<file path="config.mk">
export PLATFORM = sky130hd
export DESIGN_NAME = tdg_front
export DESIGN_NICKNAME = d
export VERILOG_FILES = /design/src/rtl/core/tdg_pkg.sv /design/src/rtl/core/tdg_front.sv
export SDC_FILE = /design/constraint.sdc
export NUM_CORES = 2
export LEC_CHECK = 0
export BUFFER_PORTS_ARGS = -buffer_cell sky130_fd_sc_hd__buf_2
export CAP_MARGIN = 20
export CORE_MARGIN = 2
export CORE_UTILIZATION = 60
export CTS_CLUSTER_DIAMETER = 50
export DETAILED_ROUTE_END_ITERATION = 6
export PLACE_DENSITY = 0.89
export SLEW_MARGIN = 20
export SYNTH_ARGS = -nofsm -noshare
export SYNTH_HDL_FRONTEND = slang
export SYNTH_SLANG_ARGS = --single-unit
</file>
<file path="constraint.sdc">
create_clock -name clk -period 9.73 [get_ports clk]
set_clock_uncertainty 0.1 [all_clocks]
set_input_delay 0.973 -clock clk [delete_from_list [all_inputs] [get_ports clk]]
set_output_delay 0.973 -clock clk [all_outputs]
set_load 0.02 [all_outputs]
</file>
<file path="src/rtl/core/tdg_pkg.sv">
// Package for the tract direction gate: component widths, payload structs,
// the internal queue entry and the configuration register indexes.
// Used by every module under rtl/core.
package tdg_pkg;

  // Component format: two's complement, two integer bits (Q1.14 at 16 bits).
  localparam int COMP_WIDTH = 16;
  localparam int FRAC       = COMP_WIDTH - 2;
  // Squared magnitude and squared length of the eigenvector.
  localparam int SQ_W       = 2 * COMP_WIDTH - 1;
  localparam int LEN_W      = 2 * COMP_WIDTH + 1;
  // Accumulators of the square-root search; holds mag^2 scaled by 2^(2*FRAC+2).
  localparam int ACC_W      = 4 * COMP_WIDTH;
  // Dot product width (three Q2.28-style products).
  localparam int DOT_W      = 2 * COMP_WIDTH + 2;
  // Shift that brings a Q1.15 cosine to the dot product scale.
  localparam int COS_SHIFT  = 2 * FRAC - 15;

  typedef logic signed [COMP_WIDTH-1:0] comp_t;

  typedef enum logic [0:0] {
    CFG_MIN_ANISOTROPY = 1'b0,
    CFG_MIN_COSINE     = 1'b1
  } cfg_idx_t;

  typedef struct packed {
    comp_t       eig_x;
    comp_t       eig_y;
    comp_t       eig_z;
    logic [15:0] anisotropy;
    comp_t       prev_x;
    comp_t       prev_y;
    comp_t       prev_z;
  } in_item_t;

  typedef struct packed {
    comp_t dir_x;
    comp_t dir_y;
    comp_t dir_z;
    logic  found;
    logic  flipped;
  } out_item_t;

  // Per-item facts carried alongside the normalizer.
  typedef struct packed {
    logic                         ok;    // anisotropy passes and vector nonzero
    logic [2:0]                   neg;   // eigenvector component signs
    logic [2:0][COMP_WIDTH-1:0]   prev;  // previous direction
  } side_t;

  // Queue entry between the classifier and the normalizer.
  typedef struct packed {
    side_t                  side;
    logic [2:0][SQ_W-1:0]   mag2;
    logic [LEN_W-1:0]       len2;
  } q_item_t;

endpackage

</file>
<file path="src/rtl/core/tdg_front.sv">
// Front end of the tract direction gate: accepts items, squares the
// eigenvector components and classifies each item for the back end.
// Depends on tdg_pkg.
module tdg_front
  import tdg_pkg::*;
(
  input  logic        clk,
  input  logic        rst_n,
  input  logic        in_valid,
  output logic        in_stall,
  input  in_item_t    in_data,
  input  logic [15:0] min_anisotropy,
  output logic        push,
  input  logic        q_ready,
  output q_item_t     push_item
);

  logic                          f_valid_r;
  logic                          f_pass_r;
  logic [2:0]                    f_neg_r;
  logic [2:0][COMP_WIDTH-1:0]    f_prev_r;
  logic [2:0][SQ_W-1:0]          f_mag2_r;
  logic                          load;
  logic signed [2*COMP_WIDTH-1:0] sq_x, sq_y, sq_z;
  logic [LEN_W-1:0]              len2;

  // The stage holds while its item cannot enter the queue.
  assign in_stall = f_valid_r && !q_ready;
  assign load     = !in_stall;

  // Component squares, registered at acceptance.
  assign sq_x = in_data.eig_x * in_data.eig_x;
  assign sq_y = in_data.eig_y * in_data.eig_y;
  assign sq_z = in_data.eig_z * in_data.eig_z;

  always_ff @(posedge clk) begin
    if (!rst_n) begin
      f_valid_r <= 1'b0;
    end else if (load) begin
      f_valid_r <= in_valid;
    end
  end

  always_ff @(posedge clk) begin
    if (load) begin
      f_pass_r    <= in_data.anisotropy >= min_anisotropy;
      f_neg_r     <= {in_data.eig_z[COMP_WIDTH-1], in_data.eig_y[COMP_WIDTH-1],
                      in_data.eig_x[COMP_WIDTH-1]};
      f_prev_r[0] <= in_data.prev_x;
      f_prev_r[1] <= in_data.prev_y;
      f_prev_r[2] <= in_data.prev_z;
      f_mag2_r[0] <= sq_x[SQ_W-1:0];
      f_mag2_r[1] <= sq_y[SQ_W-1:0];
      f_mag2_r[2] <= sq_z[SQ_W-1:0];
    end
  end

  // Squared length and final classification on the way into the queue.
  assign len2 = LEN_W'(f_mag2_r[0]) + LEN_W'(f_mag2_r[1]) + LEN_W'(f_mag2_r[2]);

  assign push                = f_valid_r && q_ready;
  assign push_item.mag2      = f_mag2_r;
  assign push_item.len2      = len2;
  assign push_item.side.ok   = f_pass_r && (len2 != '0);
  assign push_item.side.neg  = f_neg_r;
  assign push_item.side.prev = f_prev_r;

endmodule

</file>
Yosys cells after proc, flatten, opt, wreduce, memory -nomap -nowiden --
Cells that the tools add are included.
Word-level totals: register bits 146, bits of input ports 132, output and inout port bits 180, word-level logic and storage cells 20
Cells by class: add/sub/neg operators 2, multiply operators 3, order comparisons 1, reductions and logical operators 5
Operators with widths (count):
- 16-bit by 16-bit multiplier with 31-bit output | 3
- 32-bit by 31-bit adder with 33-bit output | 1
- 33-bit nonzero test | 1
- 31-bit by 31-bit adder with 32-bit output | 1
- 16-bit greater-or-equal comparator | 1
- 1-bit logical AND | 3
- 1-bit zero test | 1

Depth between registers and ports, before layout --
word-level depth 4, mapped depth 26

Worst setup path after synthesis --
OpenSTA, ideal clock, no wires.
kind input-to-reg, start point input in_data[81] (netlist bit), end point register f_mag2_r (netlist bit push_item[94]) (data pin), arrival time 7.266 ns, required time 9.473 ns, slack 2.207 ns, stages 23, path buffers 2, cell sequence clkbuf_1 -> clkbuf_1 -> nand2_1 -> fa_1 -> fa_1 -> fa_1 -> inv_1 -> fa_1 -> fa_1 -> inv_1 -> fa_1 -> inv_1 -> ha_1 -> a21o_1 -> a21o_1 -> a21oi_1 -> o21ai_0 -> o311ai_0 -> nor3_1 -> a2111oi_0 -> o21ai_0 -> and4_1 -> nor3_1
On the way: cells in the longest elaborated chain, start to end 1
Ends and longest elaborated chain:
- start, declared | RTL line tdg_front.sv:11 | input in_item_t in_data,
- 16-bit by 16-bit multiplier with 31-bit output | RTL line tdg_front.sv:33 | assign sq_y = in_data.eig_y * in_data.eig_y;
- via sq_y[30] | RTL line tdg_front.sv:24 | logic signed [2*COMP_WIDTH-1:0] sq_x, sq_y, sq_z;
- end, declared | RTL line tdg_front.sv:22 | logic [2:0][SQ_W-1:0] f_mag2_r;
The timed path passes the listed nets, and every way through them passes these cells. A chain may end at the register's enable or synchronous reset.

Worst setup path in the final report --
start point input in_data[85] (netlist bit), end point register f_mag2_r (netlist bit push_item[94]) (data pin)
Same word-level chain as after synthesis.

==> flow_summary.ini <==
[run_status]
run_status = completed

[global_routing]
antenna_violations_before_repair = 9
grt_max_degree = 76
grt_pass1_vias = 26400
grt_first_pass_wirelength_mm = 136
grt_util_all_layers_pct = 31.1
globalRouteOverflowTotal = 0

[cells_and_area]
synthToLayoutAreaGrowth_pct = 8.45
multi_input_area_mm2 = 0.0246
drive_gt1_share_pct = 10.2
final_layout_fill_cell_count = 3956
layout.area.seq_mm2 = 0.00428
layout_common_cells = 991 x sky130_fd_sc_hd__inv_1, 718 x sky130_fd_sc_hd__fa_1, 308 x sky130_fd_sc_hd__buf_2
final_non_filler_cell_area_mm2 = 0.0357
post_layout_nets = 4760
layout_commonest_cell = sky130_fd_sc_hd__inv_1

[yosys]
syn_inst = 3345
yosys_warnings = 0
synth-seq-cells = 143
post_synth_arst_share_pct = 0
synthDominantAreaCellType = sky130_fd_sc_hd__fa_1
synth_top_area_share_pct = 43.6
postSynthAreaPerCell_um2 = 9.84
post_synth_instance_area_mm2 = 0.0329
netlist_top_cells_area = sky130_fd_sc_hd__fa_1 44%, sky130_fd_sc_hd__edfxtp_1 13%, sky130_fd_sc_hd__ha_1 12%, sky130_fd_sc_hd__inv_1 11%, sky130_fd_sc_hd__xnor2_1 3.0%
seq_area_frac_synth_pct = 13.0
synth_edf_count = 142
synth_cell_types = 76
dominantRegCellSynth = sky130_fd_sc_hd__edfxtp_1

[die]
floorplan.die.height_um = 238
floorplan.core_area_mm2 = 0.0540
core.rowCount = 85
fp.dieW_um = 238
die-area_mm2 = 0.0568
start_util_pct = 61.0
ioPinCount = 312

[sta]
tns_ns = 0
worst_max_slew_margin_expressed_relative_to_the_limit_pct = 23.2
setup_viol = 0
worst-slew-pin-transition_ns = 1.12
hold_ws_ns = 0.551
timing.fmax_mhz = 122
final.min_clock_period_ns = 8.21
rsz0062_at_grt = false
report.final.hold_viol_count = 0
post-route-period-util_pct = 84.4
timing.final.max_slew_violations = 0

[job]
maxCapViolCount = 0

[clock_tree]
cts.sink_count = 143
cts_hold_buf = 0
clock_insertion_delay_worst_skew_ns = 0.45
clock_tree.htree_level_count = 4
cts-root-buf = sky130_fd_sc_hd__clkbuf_16
clock_path_buffers = 2
clock_slew_at_reported_path_ffs_ns = 0.08
postCtsSetupBuffers = 0
ctsResizeCount = 0
tritoncts = built
cts_inserted_buffers = 17

[critical_path]
crit_arrival_ns = 8.41
critical_path.startpoint_type = primary input
worst-path-buf-inv = 7
worstSetupPathType = in -> reg
maximum_cell_stage_delay_along_the_critical_path_ns = 0.92
path_delay_family = adder cells
crit_fanout = 19
worst_ep_required_time_ns = 9.92
critPathCaptureType = flip-flop
worst_path_max_delay_cell = sky130_fd_sc_hd__o311ai_0

[route]
num_vias = 23900
vias_per_cell = 5.55
postRouteAntennaNets = 0
route.detailed.drc = 0
detail_route.wl_per_cell_um = 19.2
detailedRoute.firstPassIterationCount = 6
first_iter_violations = 1652
wirelength_mm = 83.1

[placed_design]
post-dp-hpwl_mm = 71.2
port_buffers = 308
placedInstanceArea_mm2 = 0.0351
gp_congestion = 0.950

[min_path]
min-delay-path-class = reg -> reg
state kept, by name, summed over array words and instances, names as in the netlist:
name / flops
f_pass_r: 1
push_item: 138
f_valid_r: 1
f_neg_r: 3
synth_stat cells (3+ instances only):
library cell and number:
sky130_fd_sc_hd__fa_1 718, sky130_fd_sc_hd__buf_6 3, sky130_fd_sc_hd__xnor2_1 114, sky130_fd_sc_hd__clkinv_1 3, sky130_fd_sc_hd__a2111oi_0 3, sky130_fd_sc_hd__nor2b_1 17
sky130_fd_sc_hd__a31oi_1 4, sky130_fd_sc_hd__o21ai_0 49, sky130_fd_sc_hd__xor2_1 36, sky130_fd_sc_hd__nor4_1 4, sky130_fd_sc_hd__a21o_1 36, sky130_fd_sc_hd__o41ai_1 3
sky130_fd_sc_hd__or2_2 6, sky130_fd_sc_hd__o21bai_1 17, sky130_fd_sc_hd__inv_1 991, sky130_fd_sc_hd__nand4_1 8, sky130_fd_sc_hd__clkbuf_1 66, sky130_fd_sc_hd__a211oi_1 17
sky130_fd_sc_hd__edfxtp_1 142, sky130_fd_sc_hd__nor2_1 162, sky130_fd_sc_hd__and4_1 3, sky130_fd_sc_hd__o21a_1 24, sky130_fd_sc_hd__and3_1 14, sky130_fd_sc_hd__o221ai_1 3
sky130_fd_sc_hd__and2_1 103, sky130_fd_sc_hd__nand3_1 20, sky130_fd_sc_hd__mux2i_1 3, sky130_fd_sc_hd__mux2_2 4, sky130_fd_sc_hd__nand2b_1 24, sky130_fd_sc_hd__nand2_1 254
sky130_fd_sc_hd__buf_4 3, sky130_fd_sc_hd__ha_1 304, sky130_fd_sc_hd__or4_1 6, sky130_fd_sc_hd__a31o_2 9, sky130_fd_sc_hd__a21oi_1 85, sky130_fd_sc_hd__o211ai_1 7
sky130_fd_sc_hd__nor3_1 26
routing by layer:
layer / up-vias / share of wire (%) / GRT usage [%]
met5: - / 0.15 / 0
met4: 18 / 7.3 / 18.1
met3: 309 / 9.5 / 7.29
met2: 1243 / 48 / 52.2
met1: 11900 / 35 / 36.8
li1: 10500 / - / -
logic make-up (layout without fill, tap and decap cells):
family | count (synthesis) | count (layout) | synth area share [%]
buffers and inverters | 1068 | 1336 | 12.3
adder cells (fa/ha/maj) | 1022 | 1022 | 55.2
AND/OR/NAND/NOR | 658 | 658 | 9.28
AO/OA/AOI/OAI | 296 | 296 | 6.00
XOR/XNOR | 150 | 150 | 3.99
flip-flops | 143 | 143 | 13.0
multiplexers | 7 | 7 | 0.228
other | 1 | 7 | 0.0114
per-stage QoR:
step | utilization, % | worst slack (ns) | std cells
2_1_floorplan | - | 2.21 | 3350
3_3_place_gp | 64.9 | 1.43 | 4283
3_5_place_dp | 64.9 | 1.21 | 4283
4_1_cts | 66.1 | 1.62 | 4314
5_1_grt | 66.1 | 1.10 | 4315
6_report | 66.1 | 1.52 | 4315
area by class of cell:
| cell class | instances | area share, % |
|---|---|---|
| diodes | 1 | 0.00701 |
| clock buffers | 17 | 1.19 |
| flip-flops and latches | 143 | 12.0 |
| clock inverters | 14 | 0.582 |
| inverters | 994 | 10.4 |
| well taps | 696 | 2.44 |
| multi-input cells | 2139 | 69.0 |
| repair buffers | 311 | 4.38 |
path summary, 6_finish.rpt:
check                    from            end  slack [ns]  cells past startpoint
setup reg to reg    f_valid_r  push_item[98]        7.12                      3
setup / recovery  in_data[85]  push_item[94]        1.52                     25
hold reg to reg     f_valid_r      f_valid_r        0.55                      3
hold / removal      f_valid_r      f_valid_r        0.55                      3
worst reg2reg max path, delay by kind of cell (launching register included):
family	cells	cell delay [ns]
simple gates	1	0.08
buf+inv	2	1.65
flops	1	0.34
Power is not shown: default switching activity piles up to over one toggle a cycle in this logic, so the estimate is an artifact.
