--- src/rtl/core/tdg_pkg.sv ---
// Package for the tract direction gate: component widths, payload structs,
// the internal queue entry and the configuration register indexes.
// Used by every module under rtl/core.
package tdg_pkg;

  // Component format: two's complement, two integer bits (Q1.14 at 16 bits).
  localparam int COMP_WIDTH = 16;
  localparam int FRAC       = COMP_WIDTH - 2;
  // Squared magnitude and squared length of the eigenvector.
  localparam int SQ_W       = 2 * COMP_WIDTH - 1;
  localparam int LEN_W      = 2 * COMP_WIDTH + 1;
  // Accumulators of the square-root search; holds mag^2 scaled by 2^(2*FRAC+2).
  localparam int ACC_W      = 4 * COMP_WIDTH;
  // Dot product width (three Q2.28-style products).
  localparam int DOT_W      = 2 * COMP_WIDTH + 2;
  // Shift that brings a Q1.15 cosine to the dot product scale.
  localparam int COS_SHIFT  = 2 * FRAC - 15;

  typedef logic signed [COMP_WIDTH-1:0] comp_t;

  typedef enum logic [0:0] {
    CFG_MIN_ANISOTROPY = 1'b0,
    CFG_MIN_COSINE     = 1'b1
  } cfg_idx_t;

  typedef struct packed {
    comp_t       eig_x;
    comp_t       eig_y;
    comp_t       eig_z;
    logic [15:0] anisotropy;
    comp_t       prev_x;
    comp_t       prev_y;
    comp_t       prev_z;
  } in_item_t;

  typedef struct packed {
    comp_t dir_x;
    comp_t dir_y;
    comp_t dir_z;
    logic  found;
    logic  flipped;
  } out_item_t;

  // Per-item facts carried alongside the normalizer.
  typedef struct packed {
    logic                         ok;    // anisotropy passes and vector nonzero
    logic [2:0]                   neg;   // eigenvector component signs
    logic [2:0][COMP_WIDTH-1:0]   prev;  // previous direction
  } side_t;

  // Queue entry between the classifier and the normalizer.
  typedef struct packed {
    side_t                  side;
    logic [2:0][SQ_W-1:0]   mag2;
    logic [LEN_W-1:0]       len2;
  } q_item_t;

endpackage

--- src/rtl/core/tdg_queue.sv ---
// Short register queue that decouples the classifier from the normalizer.
// Depends on tdg_pkg for the entry type.
module tdg_queue
  import tdg_pkg::*;
#(
  parameter int DEPTH = 2
) (
  input  logic    clk,
  input  logic    rst_n,
  input  logic    push,
  input  q_item_t push_item,
  output logic    q_ready,
  input  logic    pop,
  output logic    q_valid,
  output q_item_t q_item
);

  localparam int PTR_W = (DEPTH > 1) ? $clog2(DEPTH) : 1;
  localparam int CNT_W = $clog2(DEPTH + 1);

  q_item_t            mem_r [DEPTH];
  logic [PTR_W-1:0]   wr_ptr_r, rd_ptr_r;
  logic [CNT_W-1:0]   count_r;

  assign q_ready = count_r != CNT_W'(DEPTH);
  assign q_valid = count_r != '0;
  assign q_item  = mem_r[rd_ptr_r];

  // Entry storage.
  always_ff @(posedge clk) begin
    if (push) begin
      mem_r[wr_ptr_r] <= push_item;
    end
  end

  // Pointers and fill count.
  always_ff @(posedge clk) begin
    if (!rst_n) begin
      wr_ptr_r <= '0;
      rd_ptr_r <= '0;
      count_r  <= '0;
    end else begin
      if (push) begin
        wr_ptr_r <= (wr_ptr_r == PTR_W'(DEPTH - 1)) ? '0 : wr_ptr_r + 1'b1;
      end
      if (pop) begin
        rd_ptr_r <= (rd_ptr_r == PTR_W'(DEPTH - 1)) ? '0 : rd_ptr_r + 1'b1;
      end
      if (push && !pop) begin
        count_r <= count_r + 1'b1;
      end else if (pop && !push) begin
        count_r <= count_r - 1'b1;
      end
    end
  end

endmodule

--- config.mk ---
export PLATFORM = sky130hd
export DESIGN_NAME = tdg_queue
export DESIGN_NICKNAME = d
export VERILOG_FILES = /design/src/rtl/core/tdg_pkg.sv /design/src/rtl/core/tdg_queue.sv
export SDC_FILE = /design/constraint.sdc
export NUM_CORES = 1
export LEC_CHECK = 0
export ABC_CLOCK_PERIOD_IN_PS = 11200
export BUFFER_PORTS_ARGS = -buffer_cell sky130_fd_sc_hd__buf_2
export CAP_MARGIN = 20
export CORE_MARGIN = 2
export CORE_UTILIZATION = 49
export DETAILED_ROUTE_END_ITERATION = 6
export GPL_TIMING_DRIVEN = 1
export PLACE_DENSITY = 0.83
export SLEW_MARGIN = 20
export SYNTH_ARGS = -nofsm -noshare
export SYNTH_HDL_FRONTEND = slang
export SYNTH_SLANG_ARGS = --single-unit
--- constraint.sdc ---
create_clock -name clk -period 11.2 [get_ports clk]
set_input_delay 0 -clock clk [delete_from_list [all_inputs] [get_ports clk]]
set_output_delay 0 -clock clk [all_outputs]
set_load 0.03 [all_outputs]
# Yosys cells after proc, flatten, opt, wreduce, memory -nomap -nowiden

Memory sizes are Yosys's and may differ from the RTL's. A register that Yosys moved wholly into a read port is not among the register bits.
Cells that the tools add are included.

Flip-flop bits (word level): 4
Bits in writable memories: 356
Bits of input ports: 182
Output and inout port bits: 180
Word-level logic and storage cells: 23
Memories kept: 1

Add/subtract/negate cells: 4
Equality and inequality tests: 1
Multiplexer cells: 8
Reductions and logical operators: 6

Memories:

| memory | depth | bits a word | read ports | clocked after memory_dff | write ports | line            | text |
|---|---|---|---|---|---|---|---|
| mem_r  | 2     | 178         | 1          | 1                        | 1           | tdg_queue.sv:21 | `q_item_t mem_r [DEPTH];` |

Operator list:

| operator              | count |
|---|---|
| $mux W1               | 6 |
| $mux W2               | 2 |
| $reduce_bool A2 Y1    | 2 |
| $add A1 B1 Y1 const B | 2 |
| $add A2 B1 Y2 const B | 1 |
| $logic_and A1 B1 Y1   | 2 |
| $logic_not A1 Y1      | 2 |
| $ne A2 B2 Y1 const B  | 1 |
| $sub A2 B1 Y2 const B | 1 |

# Logic depth before layout (Yosys ltp)

Gate-level depths: netlist of the first run.

Word-level depth: 4
Gate-level depth with buffers: 5

# Worst setup path before layout of the first run

OpenSTA, ideal clock, no wires.

Kind: reg-to-reg
Start point: register wr_ptr_r
End point: memory mem_r[0][0] in the netlist's numbering, enable pin
Library setup time: 739 ps
Data arrival time: 8149 ps
Required time: 10461 ps
Slack: 2312 ps
Stages on the path, launching flop included: 2
Path buffers: 0
Period minus slack after synthesis: 8888 ps
Cells stage by stage: dfxtp_1 -> nor2b_1

RTL lines:

| element                | line            | text |
|---|---|---|
| start, declared        | tdg_queue.sv:22 | `logic [PTR_W-1:0] wr_ptr_r, rd_ptr_r;` |
| start signal, assigned | tdg_queue.sv:44 | `wr_ptr_r <= (wr_ptr_r == PTR_W'(DEPTH - 1)) ? '0 : wr_ptr_r + 1'b1;` |
| end, declared          | tdg_queue.sv:21 |  |

Straight into the memory's write port.

# Final worst setup path of the first run

Start point: register wr_ptr_r
End point: register wr_ptr_r

Longest elaborated chain between the ends: 2

RTL lines:

| element       | line |
|---|---|
| $add A1 B1 Y1 | tdg_queue.sv:44 |
| $mux W1 *     | tdg_queue.sv:44 |

Every way passes the cells marked *; elsewhere a longest branch is shown, timed or not.
A chain may end at the register's enable or synchronous reset.

==> flow_summary_export.csv, run 1 <==
group,metric,value,unit
critical_path,r2r-start,"wr_ptr_r",
placement,pre_cts_slack,8.729,ns
critical_path,end_kind,"flop",
placement,placed_area,15590,µm²
detailed_routing,wire_per_inst,20.48,µm
floorplan,die_h,169.9,µm
detailed_routing,dr.pass1.iters,5,
synth,ys_types,18,
floorplan,core.rowCount,60,
power,p_total,3.214,mW
detailed_routing,routed_wl,30980,µm
grt,grt_antenna_before_repair,2,
synth,yosysTopAreaCell,"edfxtp_1",
power,combPwrFrac,15.1,%
power,pwr_density_cell,173.5,nW/µm²
grt,first_global_vias,8224,
cells_and_area,final_area,18520,µm²
synth,yosys_warnings,0,
flow_run,max-cap-violations,0,
timing,tns,0,ns
clock_network,ctsRootBufferMaster,"clkbuf_16",
placement,portBuffers,361,
synth,synth_seq_cells,361,
cells_and_area,drive_gt1_share,50.60,%
synth,synthCells,576,
floorplan,die_w,169.9,µm
min_path,hold_path_end,"count_r[1]",
timing,maxSlewHeadroom,29.70,%
clock_network,cts_setup_buffers,0,
timing,clock.fmax,350.0,MHz
synth,ys_top_cells_by_area,"edfxtp_1 79%, mux2_4 11%, mux2_2 6.4%",
placement,place_congestion,0.7433,
grt,grt_use_total,20.98,%
synth,synth_top_area_share,79.27,%
outcome,status,"finished clean",
timing,finClkSkew,0.01070,ns
min_path,min_from,"push",
cells_and_area,layout.nets,1325,
min_path,min_path_cells,4,
power,swShare,24.41,%
detailed_routing,dr_total_vias,7609,
detailed_routing,drc,0,
synth,syn-num-nets,759,
timing,rsz0062_at_grt,"false",
power,seqPwrFrac,49.5,%
critical_path,reg2regPathDepth,4,
critical_path,reg2reg_to,"wr_ptr_r",
grt,overflow,0,
timing,fin_crit,2.857,ns
power,p_clk_share,35.4,%
critical_path,crit_fanout,77,
detailed_routing,drtIter0Drc,565,
synth,avgSynthCellArea,23.41,µm²
timing,slew_violations,0,
critical_path,r2r_slack,8.34,ns
timing,setup_slack,8.343,ns
floorplan,num_io_pins,362,
clock_network,cts_resized,0,
placement,hpwl,17040,µm
grt,grt_max_degree,128,
critical_path,cp_data_required_time,11.64,ns
timing,tightestPinTransition,1.055,ns
power,power.switching,0.7845,mW
synth,synth.cell_area,13490,µm²
timing,setup_viol,0,
clock_network,hold_buffers,181,
critical_path,critPathArrivalTime,3.30,ns
detailed_routing,via_per_inst,5.029,
cells_and_area,area_growth,37.34,%
timing,final_hold_viol_count,0,
clock_network,cts_tree,"built",
grt,grt_pass1_wl,45890,µm
clock_network,cts_made_buffers,37,
power,power.leakage,7.237,nW
critical_path,critical_path_class,"flop to flop",
floorplan,start_util,49.90,%
timing,fin_crit_sh,25.51,%
critical_path,critPathLaunchType,"flop",
clock_network,clkLatencyLatePin,0.51,ns
clock_network,h-tree-depth,2,
clock_network,clkTransAtPathRegs,0.05,ns
floorplan,core-area,27030,µm²
clock_network,clock_sinks,361,
clock_network,clock_path_buffers,3,
min_path,hold_path.class,"input pin to flop",
synth,seq_area_frac_synth,80.01,%
power,p_int,2.429,mW
floorplan,die-area,28870,µm²
detailed_routing,ant_nets,0,
power,ir_worst_vdd,0.2103,mV
## synthesized netlist by cell type (all sizes together)
cell type  instances
xor2               2
ha                 1
inv                1
or2                1
o21a               1
xnor2              1
buf               20
edfxtp           356
nor2b              2
mux2             178
or3                1
dfxtp              5
a21boi             1
o21ai              1
nand2b             1
and2               4
## sequential cells by signal (all words and copies together), names as in the netlist, named ones only
name and count:
mem_r 356, wr_ptr_r 1, rd_ptr_r 1, count_r 2
## metal layers
metal	global-route usage (%)	vias up	routed length [µm]
met5	0	-	0
met3	6.326	60	2559
li1	-	3436	-
met1	23.71	3747	11410
met4	8.473	0	1015
met2	37.25	366	16000
## kinds of logic after synthesis
group / count (synthesis) / share of synthesized area (%)
flip-flops: 361 / 80.01
multiplexers: 178 / 17.67
buffers and inverters: 21 / 1.466
AND/OR/NAND/NOR: 9 / 0.4175
AO/OA/AOI/OAI: 3 / 0.1484
XOR/XNOR: 3 / 0.1949
adder cells (fa/ha/maj): 1 / 0.09276
## worst max-delay path by stage
stage,from,cells past startpoint,to
floorplan,wr_ptr_r,1,mem_r[0][0]
global placement,wr_ptr_r,2,mem_r[0][87]
detailed placement,wr_ptr_r,2,mem_r[0][71]
CTS,wr_ptr_r,4,wr_ptr_r
global route,wr_ptr_r,4,wr_ptr_r
finish,wr_ptr_r,4,wr_ptr_r
## worst max-delay path, stage by stage (launching register included)
cell	delay (ns)
dfxtp_1	0.34
nor2b_4	0.74
buf_4	0.90
o21a_1	0.24
dlygate4sd3_1	0.55
## cells in the final DEF (no fill, tap or decap), drive strengths merged, types with 2 or more instances in the layout
cell | netlist | final
buf | 20 | 366
edfxtp | 356 | 356
dlygate4sd3 | 0 | 181
mux2 | 178 | 178
clkbuf | 0 | 52
clkinv | 0 | 13
dfxtp | 5 | 5
and2 | 4 | 4
diode | 0 | 2
xor2 | 2 | 2
inv | 1 | 2
nor2b | 2 | 2
## stage by stage
stage,std cells,utilization [%],hold WS [ns]
final,1513,68.54,0.09944
after detailed placement,1263,57.69,0.1907
after CTS,1511,68.52,0.04372
after global routing,1513,68.54,0.1073
after floorplan,576,-,0.09887
after global placement,1263,57.69,0.1873
## power groups by stage
| stage | registers, mW | logic (mW) | clock network [mW] |
|---|---|---|---|
| after CTS | 1.59 | 0.478 | 1.15 |
| after detailed placement | 1.62 | 0.425 | 0 |
| after global placement | 1.61 | 0.419 | 0 |
| final | 1.59 | 0.484 | 1.14 |
| after floorplan | 1.62 | 0.311 | 0 |
| after global routing | 1.60 | 0.508 | 1.21 |
## final cells by class
class / instances / area (µm²)
Sequential cell: 361 / 10790
Tap cell: 341 / 426.7
Inverter: 1 / 3.754
Multi-Input combinational cell: 194 / 2509
Clock inverter: 15 / 91.34
Antenna cell: 2 / 5.005
Fill cell: 1637 / 8503
Timing Repair Buffer: 547 / 3669
Clock buffer: 52 / 1025
No activity file was read; power rests on OpenSTA's default activity.
==> inputs of run 2 (changes only) <==
--- a/config.mk
+++ b/config.mk
@@ -5,7 +5,8 @@
 export SDC_FILE = /design/constraint.sdc
 export NUM_CORES = 1
 export LEC_CHECK = 0
-export ABC_CLOCK_PERIOD_IN_PS = 11200
+export ABC_AREA = 1
+export ABC_CLOCK_PERIOD_IN_PS = 2900
 export BUFFER_PORTS_ARGS = -buffer_cell sky130_fd_sc_hd__buf_2
 export CAP_MARGIN = 20
 export CORE_MARGIN = 2
==> constraint.sdc (replaced) <==
create_clock -name clk -period 2.9 [get_ports clk]
set_input_delay 0 -clock clk [delete_from_list [all_inputs] [get_ports clk]]
set_output_delay 0 -clock clk [all_outputs]
set_load 0.03 [all_outputs]
==> run 2 against run 1 <==
Net effect: global-route usage is 0.44 points higher; combinational power grew to 3.6 times the previous value; critical path depth stayed put; non-clock buffer count is 9 higher; largest cell class unchanged; clock power grew to 3.8 times the previous value; synthesized cell count is 2.3% higher; sequential share of layout area is 0.47 points lower; first-iteration DRC count is 10% higher.
==> flow_summary_export.csv, run 2 <==
group,metric,value,unit
timing,setup_viol,0,
synth,yosysTopAreaCell,"edfxtp_1",
critical_path,cp_data_required_time,2.90,ns
placement,portBuffers,361,
cells_and_area,finalNonFillerCells,1529,
timing,fin_crit_sh,76.52,%
synth,synth_top_flop_cell,"edfxtp_1",
placement,placed_area,15760,µm²
min_path,hold_path_end,"mem_r[1][144]",
synth,synth_common_cells,"356 x edfxtp_1, 101 x mux2_4, 77 x mux2_2",
timing,final_hold_viol_count,0,
synth,yosysMostFrequentCell,"edfxtp_1",
power,power.leakage,7.340,nW
critical_path,end_kind,"output pin",
clock_network,cts_tree,"built",
timing,tns,0,ns
cells_and_area,largest_register_ff_count,356,
placement,placedCellCount,1285,
timing,slew_violations,0,
detailed_routing,ant_nets,0,
grt,first_global_vias,8445,
synth,async_flop_share,0,%
placement,hpwl,18090,µm
timing,rsz0062_at_grt,"false",
grt,overflow,0,
critical_path,critPathLaunchType,"flop",
timing,clock.fmax,450.6,MHz
synth,synth.cell_area,13500,µm²
synth,yosys_warnings,0,
power,p_clk_share,35.7,%
clock_network,clkLatencyLatePin,0.49,ns
cells_and_area,final_area,18680,µm²
floorplan,die-area,28880,µm²
floorplan,die_w,170.0,µm
synth,synth_edf_count,356,
detailed_routing,drtIter0Drc,623,
synth,synthCells,589,
clock_network,cts_setup_buffers,0,
power,power.switching,2.927,mW
critical_path,reg2reg_to,"mem_r[1][117]",
min_path,min_path_cells,2,
min_path,hold_path.class,"input pin to flop",
critical_path,r2r-start,"wr_ptr_r",
detailed_routing,dr_total_vias,7843,
timing,whs,0.2186,ns
detailed_routing,routed_wl,32320,µm
clock_network,clkTransAtPathRegs,0.06,ns
grt,grt_use_total,21.42,%
power,p_int,9.339,mW
clock_network,clock_path_buffers,3,
power,pwr_density_cell,656.7,nW/µm²
synth,syn-num-nets,772,
power,seqPwrFrac,50.0,%
placement,place_congestion,0.7806,
cells_and_area,mostFrequentLayoutCells,"361 x buf_2, 356 x edfxtp_1, 181 x dlygate4sd3_1",
critical_path,reg2regPathDepth,3,
synth,ys_top_cells_by_area,"edfxtp_1 79%, mux2_4 11%, mux2_2 6.4%",
grt,grt_pass1_wl,46600,µm
grt,grt_antenna_before_repair,2,
clock_network,clock_sinks,361,
floorplan,core.rowCount,60,
synth,synth_top_area_share,79.21,%
cells_and_area,drive_gt1_share,51.18,%
floorplan,core-area,27030,µm²
critical_path,r2r_slack,1.22,ns
power,combPwrFrac,14.2,%
grt,grt_max_degree,101,
critical_path,critical_path_class,"flop to output pin",
cells_and_area,regMostFlops,"mem_r",
clock_network,h-tree-depth,2,
cells_and_area,final_common_cell,"buf_2",
floorplan,num_io_pins,362,
synth,ys_types,14,
timing,tightestPinTransition,0.6527,ns
timing,maxSlewHeadroom,56.48,%
power,ir_worst_vdd,0.7171,mV
detailed_routing,wire_per_inst,21.14,µm
flow_run,max-cap-violations,0,
detailed_routing,via_per_inst,5.129,
synth,avgSynthCellArea,22.91,µm²
clock_network,hold_buffers,181,
floorplan,start_util,49.94,%
synth,seq_area_frac_synth,79.96,%
detailed_routing,dr.pass1.iters,5,
floorplan,die_h,170.0,µm
timing,fin_crit,2.219,ns
min_path,min_from,"push_item[144]",
cells_and_area,top_regs,"mem_r x356, count_r x2",
clock_network,ctsRootBufferMaster,"clkbuf_16",
timing,finClkSkew,0.01325,ns
power,swShare,23.86,%
cells_and_area,layout.nets,1347,
critical_path,crit_fanout,29,
synth,synth_seq_cells,361,
clock_network,cts_resized,0,
critical_path,critPathArrivalTime,2.22,ns
detailed_routing,drc,0,
outcome,status,"finished clean",
cells_and_area,area_growth,38.39,%
clock_network,cts_made_buffers,37,
-- run 2: worst max path at each step --
stage                  start           to  slack (ns)  cells after the start
finish                  flop   q_item[10]        0.68                      4
global route            flop   q_item[10]        0.59                      4
CTS                     flop   q_item[10]        0.67                      4
detailed placement      flop   q_item[10]        1.22                      4
global placement        flop   q_item[11]        1.23                      3
floorplan           wr_ptr_r  mem_r[1][0]       -0.54                      2
-- run 2: final cells by class --
cell class	instances	area, µm²
tap	341	426.7
inverter	8	33.78
timing repair buffer	556	3824
fill	1609	8349
antenna	2	5.005
clock buffer	46	979.7
multi-input combinational	200	2491
sequential	361	10800
clock inverter	15	121.4
-- run 2: power by group through the flow --
stage | Combinational (mW) | Sequential (mW) | Clock, mW
2_1_floorplan | 1.04 | 6.22 | 0
3_3_place_gp | 1.48 | 6.22 | 0
3_5_place_dp | 1.51 | 6.24 | 0
4_1_cts | 1.72 | 6.13 | 4.44
5_1_grt | 1.82 | 6.16 | 4.65
6_report | 1.74 | 6.14 | 4.38
-- run 2: cell families after synthesis --
family / count (synthesis) / share of synthesized area (%)
AO/OA/AOI/OAI: 2 / 0.07410
buffers and inverters: 28 / 1.660
multiplexers: 178 / 17.66
flip-flops: 361 / 79.96
adder cells (fa/ha/maj): 1 / 0.09270
AND/OR/NAND/NOR: 19 / 0.5563
-- run 2: layer usage --
metal,vias to the layer above,wire length [µm],global-route usage [%]
met4,0,1276,9.625
met5,-,0,0
li1,3475,-,-
met2,393,16820,39.20
met3,88,2646,5.628
met1,3887,11580,23.31
-- run 2: critical path, cell delays in order (launching register included) --
cell     delay [ns]
dfxtp_4        0.61
buf_12         0.28
buf_12         0.24
mux2_2         0.37
buf_2          0.19
-- run 2: metrics by stage --
step           worst slack, ns  utilization, %  power (mW)
2_1_floorplan          -0.5432               -       7.266
3_3_place_gp             1.230           58.31       7.697
3_5_place_dp             1.219           58.31       7.748
4_1_cts                 0.6681           69.09       12.29
5_1_grt                 0.5902           69.11       12.62
6_report                0.6810           69.11       12.27
==> inputs of run 3 (changes only) <==
--- a/config.mk
+++ b/config.mk
@@ -6,11 +6,11 @@
 export NUM_CORES = 1
 export LEC_CHECK = 0
 export ABC_AREA = 1
-export ABC_CLOCK_PERIOD_IN_PS = 2900
+export ABC_CLOCK_PERIOD_IN_PS = 2000
 export BUFFER_PORTS_ARGS = -buffer_cell sky130_fd_sc_hd__buf_2
 export CAP_MARGIN = 20
 export CORE_MARGIN = 2
-export CORE_UTILIZATION = 49
+export CORE_UTILIZATION = 47
 export DETAILED_ROUTE_END_ITERATION = 6
 export GPL_TIMING_DRIVEN = 1
 export PLACE_DENSITY = 0.83
==> constraint.sdc (replaced) <==
create_clock -name clk -period 2 [get_ports clk]
set_input_delay 0 -clock clk [delete_from_list [all_inputs] [get_ports clk]]
set_output_delay 0 -clock clk [all_outputs]
set_load 0.03 [all_outputs]
==> run 3 against run 2 <==
Net effect: sequential cell count did not move; count of clock-buffer cells in the layout rose by 1; first-iteration DRC count fell by 17%; via count fell by 1.3%; hold slack got worse by 0.0045 ns; sequential share of layout area fell by 0.73 points.
==> flow_summary_export.csv, run 3 (synthesis results as in run 2) <==
group,metric,value,unit
cells_and_area,drive_gt1_share,51.41,%
critical_path,r2r_slack,0.58,ns
power,ir_worst_vdd,0.7772,mV
detailed_routing,routed_wl,31240,µm
cells_and_area,final_area,18910,µm²
placement,hpwl,18220,µm
critical_path,slowest_stage,"dfxtp_4",
critical_path,end_kind,"output pin",
clock_network,h-tree-depth,2,
timing,fin_crit_sh,93.31,%
cells_and_area,layout.nets,1359,
critical_path,path_cells,"buf_12, buf_4, mux2_4, buf_2",
critical_path,critical_path_class,"flop to output pin",
cells_and_area,area_growth,40.15,%
clock_network,clock_sinks,361,
min_path,hold_path.class,"input pin to flop",
floorplan,num_io_pins,362,
placement,portBuffers,361,
grt,overflow,0,
power,power.leakage,7.423,nW
timing,finClkSkew,0.02021,ns
cells_and_area,mostFrequentLayoutCells,"361 x buf_2, 356 x edfxtp_1, 182 x dlygate4sd3_1",
grt,grt_use_total,20.16,%
critical_path,cp_num_cells,4,
cells_and_area,finalNonFillerCells,1594,
critical_path,reg2reg_to,"mem_r[1][117]",
timing,setup_viol,0,
timing,clock.fmax,535.8,MHz
detailed_routing,dr_total_vias,7742,
critical_path,path_buf_inv,3,
critical_path,slowest_delay,0.40,ns
clock_network,cts_resized,0,
critical_path,cp_data_required_time,2.00,ns
placement,pre_cts_slack,0.4934,ns
clock_network,clkTransAtPathRegs,0.05,ns
timing,maxSlewHeadroom,60.74,%
clock_network,clock_path_buffers,3,
timing,fin_crit,1.866,ns
floorplan,start_util,47.40,%
detailed_routing,ant_nets,0,
detailed_routing,dr.pass1.iters,4,
floorplan,die_h,173.5,µm
cells_and_area,top_regs,"mem_r x356, count_r x2",
grt,grt_max_degree,93,
floorplan,core.rowCount,62,
detailed_routing,wire_per_inst,19.60,µm
floorplan,die-area,30080,µm²
critical_path,r2r-start,"wr_ptr_r",
detailed_routing,drc,0,
critical_path,endpoint,"q_item[38]",
outcome,status,"finished clean",
timing,slew_violations,0,
timing,tightestPinTransition,0.5889,ns
timing,rsz0062_at_grt,"false",
grt,first_global_vias,8452,
grt,grt_pass1_wl,46530,µm
placement,place_congestion,0.7572,
min_path,min_path_cells,2,
timing,setup_slack,0.1338,ns
timing,final_hold_viol_count,0,
clock_network,clkLatencyLatePin,0.51,ns
critical_path,critPathLaunchType,"flop",
clock_network,ctsRootBufferMaster,"clkbuf_16",
detailed_routing,drtIter0Drc,518,
critical_path,crit_family,"buffers and inverters",
critical_path,crit_fanout,23,
floorplan,core-area,28470,µm²
cells_and_area,final_common_cell,"buf_2",
cells_and_area,regMostFlops,"mem_r",
timing,whs,0.2142,ns
power,pwr_density_cell,938.2,nW/µm²
critical_path,reg2regPathDepth,4,
grt,grt_antenna_before_repair,5,
flow_run,max-cap-violations,0,
clock_network,cts_made_buffers,37,
clock_network,cts_tree,"built",
floorplan,die_w,173.5,µm
placement,placedCellCount,1337,
critical_path,critPathArrivalTime,1.87,ns
detailed_routing,via_per_inst,4.857,
power,p_total,17.75,mW
placement,placed_area,15960,µm²
cells_and_area,largest_register_ff_count,356,
-- run 3: per-layer routing --
metal	up-vias	part of all wire, %	global-route usage [%]
met5	-	0	0
met1	3816	37	22.32
met3	57	7.0	5.000
met2	347	54	37.88
li1	3522	-	-
met4	0	2.3	6.391
-- run 3: final cells by class --
type                    count  area (µm²)
fillers                  1824        9555
inverters                   8       33.78
diodes                      6       15.01
flip-flops and latches    361       10800
clock inverters            20       101.3
multi-input cells         200        2491
repair buffers            568        3991
well taps                 384       480.5
clock buffers              47        1006
-- run 3: how the worst min path moves through the flow --
stage / from / to / slack [ns]
after floorplan: push_item[0] / mem_r[0][0] / 0.1
after global placement: push_item[20] / mem_r[0][20] / 0.19
after detailed placement: push_item[136] / mem_r[1][136] / 0.19
after CTS: push_item[167] / mem_r[0][167] / 0.18
after global routing: push_item[55] / mem_r[0][55] / 0.20
final: push_item[131] / mem_r[1][131] / 0.21
-- run 3: worst reg2reg max path: stages, from the launching register on --
cell and delay (ns):
dfxtp_2 0.37, nand2_2 0.09, clkinvlp_4 0.12, buf_12 0.17, buf_12 0.31
-- run 3: timing repair --
item	4_1_cts	5_1_grt
setup endpoints to repair	83	0
hold buffers	182	0
hold endpoints to repair	361	0
setup buffers	2	0
-- run 3: metrics by stage --
stage | TNS, ns | utilization [%]
floorplan | -499.26 | -
global placement | 0 | 56.04
detailed placement | 0 | 56.04
CTS | 0 | 66.38
global route | 0 | 66.43
finish | 0 | 66.44
-- run 3: power breakdown --
group	internal, mW	switching [mW]
clock	3.57	2.72
sequential	8.77	0.113
combinational	1.11	1.48
total	13.4	4.31
